## config.mk

```make
export PLATFORM = sky130hd
export DESIGN_NAME = pssd_cell
export DESIGN_NICKNAME = d
export VERILOG_FILES = /design/src/design/pssd_pkg.sv /design/src/design/pssd_cell.sv
export SDC_FILE = /design/constraint.sdc
export NUM_CORES = 1
export LEC_CHECK = 0
export ABC_AREA = 1
export BUFFER_PORTS_ARGS = -buffer_cell sky130_fd_sc_hd__buf_2
export CORE_MARGIN = 2
export CORE_UTILIZATION = 43
export CTS_CLUSTER_DIAMETER = 80
export CTS_CLUSTER_SIZE = 20
export DETAILED_ROUTE_END_ITERATION = 6
export PLACE_DENSITY_LB_ADDON = 0.25
export SLEW_MARGIN = 10
export SYNTH_ARGS = -nofsm -noshare
export SYNTH_HDL_FRONTEND = slang
export SYNTH_SLANG_ARGS = --single-unit
```

## constraint.sdc

```tcl
create_clock -name clk -period 0.81 [get_ports clk]
set_input_delay 0.0405 -clock clk [delete_from_list [all_inputs] [get_ports clk]]
set_output_delay 0.0405 -clock clk [all_outputs]
set_load 0.1 [all_outputs]
```

## src/design/pssd_pkg.sv

```systemverilog
// Shared types and constants of the polyphonic sine synthesizer.
`default_nettype none

package pssd_pkg;

	// Default sizes handed to the top level.
	localparam int VOICES_DEF     = 13;
	localparam int SINE_DEPTH_DEF = 1024;

	// Field and register widths.
	localparam int VOL_W   = 28;
	localparam int FADE_W  = 16;
	localparam int PHASE_W = 32;
	localparam int SINE_W  = 15;
	localparam int CFG_W   = 28;

	// pi in Q30 radians, used to build the quarter-wave table.
	localparam logic [63:0] PI_Q30 = 64'd3373259426;

	// Register reset values: 0.9995 in Q0.16 and full scale over thirteen voices.
	localparam logic [FADE_W-1:0] FADE_RESET = 16'd65503;
	localparam logic [VOL_W-1:0]  BASE_RESET = 28'd165191049;

	localparam logic [31:0] SAMPLE_MAX = 32'h7FFFFFFF;

	typedef enum logic [1:0] {
		OP_PRESS   = 2'd0,
		OP_RELEASE = 2'd1,
		OP_TICK    = 2'd2,
		OP_LOAD    = 2'd3
	} opcode_t;

	typedef enum logic [0:0] {
		REG_FADE = 1'b0,
		REG_BASE = 1'b1
	} reg_idx_t;

	typedef enum logic [1:0] {
		ST_IDLE,
		ST_SWEEP,
		ST_DRAIN,
		ST_EMIT
	} state_t;

	// State of one voice as it sits in, and moves between, ring cells.
	typedef struct packed {
		logic [VOL_W-1:0]   volume;
		logic               held;
		logic [PHASE_W-1:0] phase;
		logic [PHASE_W-1:0] step;
	} voice_t;

	// Per-cell control.
	typedef struct packed {
		logic shift;
		logic press;
		logic release_key;
		logic load;
	} cell_ctrl_t;

endpackage

`default_nettype wire

```

## src/design/pssd_cell.sv

```systemverilog
// One voice cell of the rotating voice ring.
`default_nettype none

module pssd_cell
	import pssd_pkg::*;
(
	input  wire logic               clk,
	input  wire logic               arst_n,
	input  wire cell_ctrl_t         ctrl,
	input  wire voice_t             nbr,
	input  wire logic [VOL_W-1:0]   base_volume,
	input  wire logic [PHASE_W-1:0] phase_step,
	output voice_t                  st
);

	voice_t st_q;

	always_ff @(posedge clk or negedge arst_n) begin
		if (!arst_n) begin
			st_q <= '0;
		end else if (ctrl.shift) begin
			st_q <= nbr;
		end else if (ctrl.press) begin
			st_q.volume <= base_volume;
			st_q.held   <= 1'b1;
		end else if (ctrl.release_key) begin
			st_q.held <= 1'b0;
		end else if (ctrl.load) begin
			st_q.step <= phase_step;
		end
	end

	assign st = st_q;

endmodule

`default_nettype wire

```

==> impl_metrics.json, run 1 <==
{
  "outcome": "did not finish",
  "stop_stage": "4_1_cts",
  "stop_error": "[ERROR DPL-0038] Utilization greater than 100%, impossible to legalize",
  "synth_seq_area_share_pct": 56.3,
  "syn_inst": 535,
  "die_width_microns": 102,
  "clk_path_buf_depth": 2,
  "cts_buffers": 9,
  "htreeDepth": 3,
  "ys_ff_latch": 93,
  "cts_resized": 32,
  "dp_hpwl_microns": 11000,
  "initial_core_util_pct": 44.5,
  "syn_avg_cell_area_sq_um": 7.72,
  "cts_sinks": 93,
  "syn-num-nets": 694,
  "ys_types": 13,
  "rows": 35,
  "post-place-ws_ps": -214,
  "dp.cells": 909,
  "holdBufCountCts": 118,
  "post_cts_buffers": 30,
  "root_buffer": "clkbuf_8",
  "yosysWarnings": 0,
  "port_buffers": 251,
  "ios": 252,
  "die_h_microns": 102,
  "gp_congestion": 0.806,
  "netlist_area_sq_um": 4130
}
## per-stage QoR
step                      area, sq um  util (%)
after global placement           7610      82.0
after floorplan                  4650         -
after detailed placement         7610      82.0
## cells by family after synthesis
group	Yosys count	synth area share, %
AO/OA/AOI/OAI	1	0.121
buffers and inverters	34	4.45
flip-flops	93	56.3
AND/OR/NAND/NOR	407	39.1
## cells in the mapped netlist, drive strengths merged
| cell type | n | area, sq um |
|---|---|---|
| nand3 | 61 | 305 |
| nand2 | 343 | 1290 |
| a21oi | 1 | 5.00 |
| clkbuf | 5 | 18.8 |
| nor2 | 3 | 18.8 |
| dfrtp | 93 | 2330 |
| inv | 2 | 7.51 |
| buf | 27 | 158 |
==> inputs of run 2 (changes only) <==
--- a/config.mk
+++ b/config.mk
@@ -8,11 +8,9 @@
 export ABC_AREA = 1
 export BUFFER_PORTS_ARGS = -buffer_cell sky130_fd_sc_hd__buf_2
 export CORE_MARGIN = 2
-export CORE_UTILIZATION = 43
-export CTS_CLUSTER_DIAMETER = 80
-export CTS_CLUSTER_SIZE = 20
+export CORE_UTILIZATION = 40
 export DETAILED_ROUTE_END_ITERATION = 6
-export PLACE_DENSITY_LB_ADDON = 0.25
+export PLACE_DENSITY_LB_ADDON = 0.15
 export SLEW_MARGIN = 10
 export SYNTH_ARGS = -nofsm -noshare
 export SYNTH_HDL_FRONTEND = slang
==> run 2 against run 1 <==
Net effect:
- synthesized cell count unchanged
- synthesized area unchanged
- the flow now finishes, with violations (DRC, setup timing)
==> impl_metrics.json, run 2 <==
{
  "via_per_inst": 6.06,
  "avgRoutedWirePerCell_microns": 27.3,
  "finClkSkew_ps": 0,
  "synth.most_common_cell": "nand2_1",
  "fmax_ghz": 0.868,
  "num-nets-final": 1130,
  "ys_types": 13,
  "rows": 37,
  "worst_r2r_path_depth": 3,
  "yosysWarnings": 0,
  "first_global_vias": 6540,
  "timing.rr.start": "st[4]",
  "power_per_cell_area_nw_per_um2": 1900,
  "grt_pass1_wl_microns": 34600,
  "slowest_delay_ps": 540,
  "reg2reg_slack_ps": -230,
  "crit_fanout": 2,
  "ios": 252,
  "syn_inst": 535,
  "worst_setup_path_end_kind": "output pin",
  "antenna_found_initial": 1,
  "synth_edf_count": 0,
  "n_antenna_cell": 0,
  "netlist_area_sq_um": 4130,
  "root_buffer": "clkbuf_8",
  "ys.flop_type": "dfrtp_1",
  "outcome": "finished, violations left",
  "rsz0062_at_grt": "true",
  "maxSlewHeadroom_pct": 64.8,
  "hold_start": "nbr[22]",
  "synth_top_cell_area_share_pct": 56.3,
  "r2r-end": "st[4]",
  "cp_cell_sequence": "buf_12",
  "fin_area_sq_um": 9890,
  "cp-start-kind": "register",
  "multiInputGateArea_sq_um": 1960,
  "insertion_delay_ps": 380,
  "track_usage_pct": 40.6,
  "gp_congestion": 0.833,
  "worst_ep_arrival_time_ps": 1110,
  "dp_hpwl_microns": 10400,
  "ys_ff_latch": 93,
  "placed_area_sq_um": 7600,
  "cap_viol_max_count": 0,
  "clk_path_buf_depth": 2,
  "seq_area_sq_um": 2680,
  "violations": "DRC, setup timing",
  "crit_family": "flip-flops",
  "largest_register_ff_count": 93,
  "post-place-ws_ps": -167,
  "overflow": 0,
  "leakagePower_uw": 0.00481,
  "hold_depth": 5,
  "dieArea_sq_um": 11200,
  "final_common_cell": "nand2_1",
  "synth_top_cell_by_area": "dfrtp_1",
  "first_iter_violations": 764,
  "port_buffers": 251,
  "cts_sinks": 93,
  "syn_avg_cell_area_sq_um": 7.72,
  "period_needed_ps": 1150,
  "clkTransAtPathRegs_ps": 120,
  "hold_viol_final": 0,
  "synthTopCellsByCount": "342 x nand2_1, 93 x dfrtp_1, 61 x nand3_1",
  "final_cell_mix": "321 x nand2_1, 156 x buf_2, 142 x dlygate4sd3_1",
  "layout-drive-gt1-share_pct": 50.0,
  "final_core_util_pct": 97.1,
  "holdCritPathClass": "input port to register",
  "cp_slowest_cell": "dfrtp_4",
  "die_width_microns": 106,
  "worst_hold_slack_ps": 75.1,
  "required_ps": 770,
  "die_h_microns": 106,
  "worstHoldEndpoint": "st[22]",
  "synth_seq_area_share_pct": 56.3,
  "wirelength_microns": 30300,
  "cts_buffers": 9,
  "setup_tns_ps": -30900,
  "worst_pin_slew_ps": 527,
  "slew_violations": 0,
  "fin_crit_sh_pct": 142,
  "synth_area_leaders": "dfrtp_1 56%, nand2_1 31%, nand3_1 7.4%",
  "syn-num-nets": 694,
  "cts_tree": "yes",
  "drc_errors": 3,
  "initial_core_util_pct": 40.6,
  "critical_path_class": "register to output pin",
  "vias": 6743,
  "crit_buf_inv": 1,
  "fill_cells": 173,
  "setup_violations": 138,
  "grt_max_degree": 46,
  "ys_async_sr_fraction_pct": 100,
  "dr.pass1.iters": 7,
  "finalWorstSetupSlack_ps": -342,
  "area_growth_pct": 140,
  "ir_drop_v": 0.00145,
  "coreArea_sq_um": 10200,
  "detail-route-antenna-nets": 0,
  "htreeDepth": 3,
  "startpoint": "st[4]"
}
-- run 2: area by class of cell --
type                    count  share of cell area, %
inverters                   2                 0.0885
clock inverters             3                  0.683
flip-flops and latches     93                   27.1
repair buffers            457                   49.0
clock buffers              13                   1.61
well taps                 136                   1.72
multi-input cells         408                   19.8
-- run 2: stage by stage --
step | std cells | power, uW
floorplan | 535 | 10100
finish | 1112 | 18800
global placement | 911 | 13100
CTS | 1098 | 17600
detailed placement | 911 | 13200
global route | 1112 | 19100
-- run 2: cell families after synthesis --
family                 share of synthesized area (%)
buffers and inverters                           4.45
DFF                                             56.3
AOI/OAI and AO/OA                              0.121
and+or+nand+nor                                 39.1
-- run 2: repair_timing --
action                                 CTS  global route
endpoints found under the hold margin  182             0
gates resized for setup                 32            57
setup endpoints to repair               93           128
setup buffers                           29            23
hold buffers                           142             0
pin swaps                                1            11
-- run 2: worst max path at each step --
stage                     cells after the start     end  slack [ps]
final                                         1   st[4]        -340
after global placement                        6  st[22]        -110
after detailed placement                      6  st[35]        -170
after floorplan                               2  st[65]         -60
after global routing                          1   st[4]        -340
after CTS                                     1  st[54]        -300
-- run 2: routing by layer --
metal / GRT usage (%) / wire length [microns]
met3: 9.52 / 3540
met1: 42.2 / 8970
met5: 0 / 13
met4: 28.6 / 3740
met2: 71.7 / 14100
-- run 2: where the power goes --
part	leakage [uW]	switching, uW	internal (uW)
combinational	0.00367	5530	3420
clock	0.000110	1850	1920
sequential	0.00103	693	5400
total	0.00481	8080	10700
(Power assumes the default switching activity.)
==> inputs of run 3 (changes only) <==
--- a/config.mk
+++ b/config.mk
@@ -11,6 +11,7 @@
 export CORE_UTILIZATION = 40
 export DETAILED_ROUTE_END_ITERATION = 6
 export PLACE_DENSITY_LB_ADDON = 0.15
+export SETUP_SLACK_MARGIN = 0.3
 export SLEW_MARGIN = 10
 export SYNTH_ARGS = -nofsm -noshare
 export SYNTH_HDL_FRONTEND = slang
==> constraint.sdc (replaced) <==
create_clock -name clk -period 1.15 [get_ports clk]
set_input_delay 0.0575 -clock clk [delete_from_list [all_inputs] [get_ports clk]]
set_output_delay 0.0575 -clock clk [all_outputs]
set_load 0.1 [all_outputs]
==> run 3 against run 2 <==
Net effect:
- the flow now finishes without violations
- final cell count is 4.1% lower
- critical path depth stayed put
- flip-flop and latch count stayed put
- die area stayed put
- clock skew stayed put
- first-iteration DRC count is 46% lower
- register-to-register slack better by 410 ps
- final area is 7.0% lower
- combinational power is 36% lower
- sequential share of layout area is 2.0 points higher
- via count is 19% lower
==> impl_metrics.json, run 3 (synthesis results as in run 2) <==
{
  "first_global_vias": 6010,
  "post-place-ws_ps": 76.9,
  "dr.pass1.iters": 5,
  "placed_area_sq_um": 7500,
  "final_core_util_pct": 90.3,
  "outcome": "finished clean",
  "layout-drive-gt1-share_pct": 49.8,
  "htreeDepth": 3,
  "setup_tns_ps": 0,
  "area_growth_pct": 123,
  "p_seq_share_pct": 35.1,
  "finClkSkew_ps": 0,
  "ios": 252,
  "r2r-end": "st[13]",
  "cp_cell_sequence": "buf_12",
  "p_total_uw": 12000,
  "root_buffer": "clkbuf_8",
  "cts_sinks": 93,
  "die_h_microns": 106,
  "crit_buf_inv": 1,
  "rows": 37,
  "hold_depth": 5,
  "first_iter_violations": 412,
  "slowest_delay_ps": 520,
  "crit_family": "flip-flops",
  "period_needed_ps": 1110,
  "fin_area_sq_um": 9200,
  "clk_path_buf_depth": 2,
  "worst_setup_path_end_kind": "output pin",
  "port_buffers": 251,
  "cap_viol_max_count": 0,
  "p_sw_uw": 5070,
  "fin_crit_sh_pct": 96.5,
  "combPwrFrac_pct": 47.8,
  "timing.rr.start": "st[13]",
  "clkTransAtPathRegs_ps": 90,
  "drc_errors": 0,
  "vias": 5488,
  "detail-route-antenna-nets": 0,
  "fmax_ghz": 0.901,
  "maxSlewHeadroom_pct": 65.8,
  "hold_viol_final": 0,
  "die_width_microns": 106,
  "cp-start-kind": "register",
  "crit_fanout": 2,
  "holdCritPathClass": "input port to register",
  "required_ps": 1090,
  "coreArea_sq_um": 10200,
  "power_per_cell_area_nw_per_um2": 1310,
  "grt_pass1_wl_microns": 29700,
  "cts_buffers": 9,
  "hold_start": "nbr[1]",
  "track_usage_pct": 34.2,
  "grt_max_degree": 53,
  "rsz0062_at_grt": "true",
  "switching_share_pct": 42.1,
  "worstHoldEndpoint": "st[1]",
  "wirelength_microns": 20300,
  "insertion_delay_ps": 350,
  "initial_core_util_pct": 40.6,
  "gp_congestion": 0.862,
  "cp_slowest_cell": "dfrtp_4",
  "cts_tree": "yes",
  "p_clk_share_pct": 17.0,
  "slew_violations": 0,
  "reg2reg_slack_ps": 180,
  "final_cell_mix": "331 x nand2_1, 156 x buf_2, 103 x dlygate4sd3_1",
  "finalWorstSetupSlack_ps": 39.8,
  "setup_violations": 0,
  "worst_pin_slew_ps": 512,
  "overflow": 0,
  "leakagePower_uw": 0.00452,
  "dieArea_sq_um": 11200,
  "critical_path_class": "register to output pin",
  "largest_register_ff_count": 93,
  "p_int_uw": 6960,
  "via_per_inst": 5.15,
  "worst_ep_arrival_time_ps": 1050,
  "ir_drop_v": 0.000832,
  "final_common_cell": "nand2_1",
  "worst_r2r_path_depth": 4,
  "num-nets-final": 1081,
  "avgRoutedWirePerCell_microns": 19.0,
  "dp_hpwl_microns": 10000,
  "antenna_found_initial": 2
}
## run 3: cell count changes in the layout (fill, tap and decap cells not counted), moves of 3 or more
cell           delta
nand3_2           +5
dlygate4sd3_1    -39
nand2_1          +10
nand3_4           -9
nand2_2           -8
buf_6             -5
diode_2           +3
buf_12            -3
nand3_1           +4
## run 3: final cells by class
class,count,area [sq um]
antenna,3,7.51
clock buffer,15,166
clock inverter,1,5.00
fill,418,985
inverter,2,8.76
multi-input combinational,408,1840
sequential,93,2680
tap,136,170
timing repair buffer,408,4330
## run 3: power by group through the flow
stage	combinational (uW)	sequential [uW]	clock (uW)
3_5_place_dp	4970	4270	0
2_1_floorplan	578	6510	0
6_report	5750	4230	2050
3_3_place_gp	4920	4250	0
4_1_cts	5440	4170	2040
5_1_grt	5930	4260	2180
## run 3: routing by layer
layer | routed length, microns | up-vias | GRT usage [%]
li1 | - | 2418 | -
met1 | 6940 | 2634 | 36.8
met2 | 10700 | 334 | 60.7
met3 | 1500 | 102 | 8.72
met4 | 1150 | 0 | 19.5
met5 | 0 | - | 0
## run 3: worst min-delay path: stages
cell and delay (ps):
buf_2 80, nand2_1 40, nand2_1 50, nand2_1 50, nand2_1 40
## run 3: how the worst max path moves through the flow
| stage | end | cells past startpoint | startpoint |
|---|---|---|---|
| global route | st[90] | 1 | st[90] |
| finish | st[75] | 1 | st[75] |
| detailed placement | st[15] | 6 | ctrl[3] |
| CTS | st[15] | 1 | st[15] |
| global placement | st[24] | 6 | ctrl[3] |
| floorplan | st[65] | 2 | st[65] |
## run 3: repair_timing
item                                    CTS  global route
buffers inserted                         30            11
gates resized for setup                   0            50
pin swaps                                 0             6
hold buffers                            103             0
endpoints found under the setup margin   93           125
endpoints found under the hold margin   162             0
## run 3: per-stage QoR
| stage | std cells | hold WS (ps) |
|---|---|---|
| 4_1_cts | 1052 | 0.606 |
| 5_1_grt | 1065 | 17.7 |
| 3_3_place_gp | 903 | -131 |
| 6_report | 1066 | 1.95 |
| 3_5_place_dp | 903 | -131 |
| 2_1_floorplan | 535 | -238 |
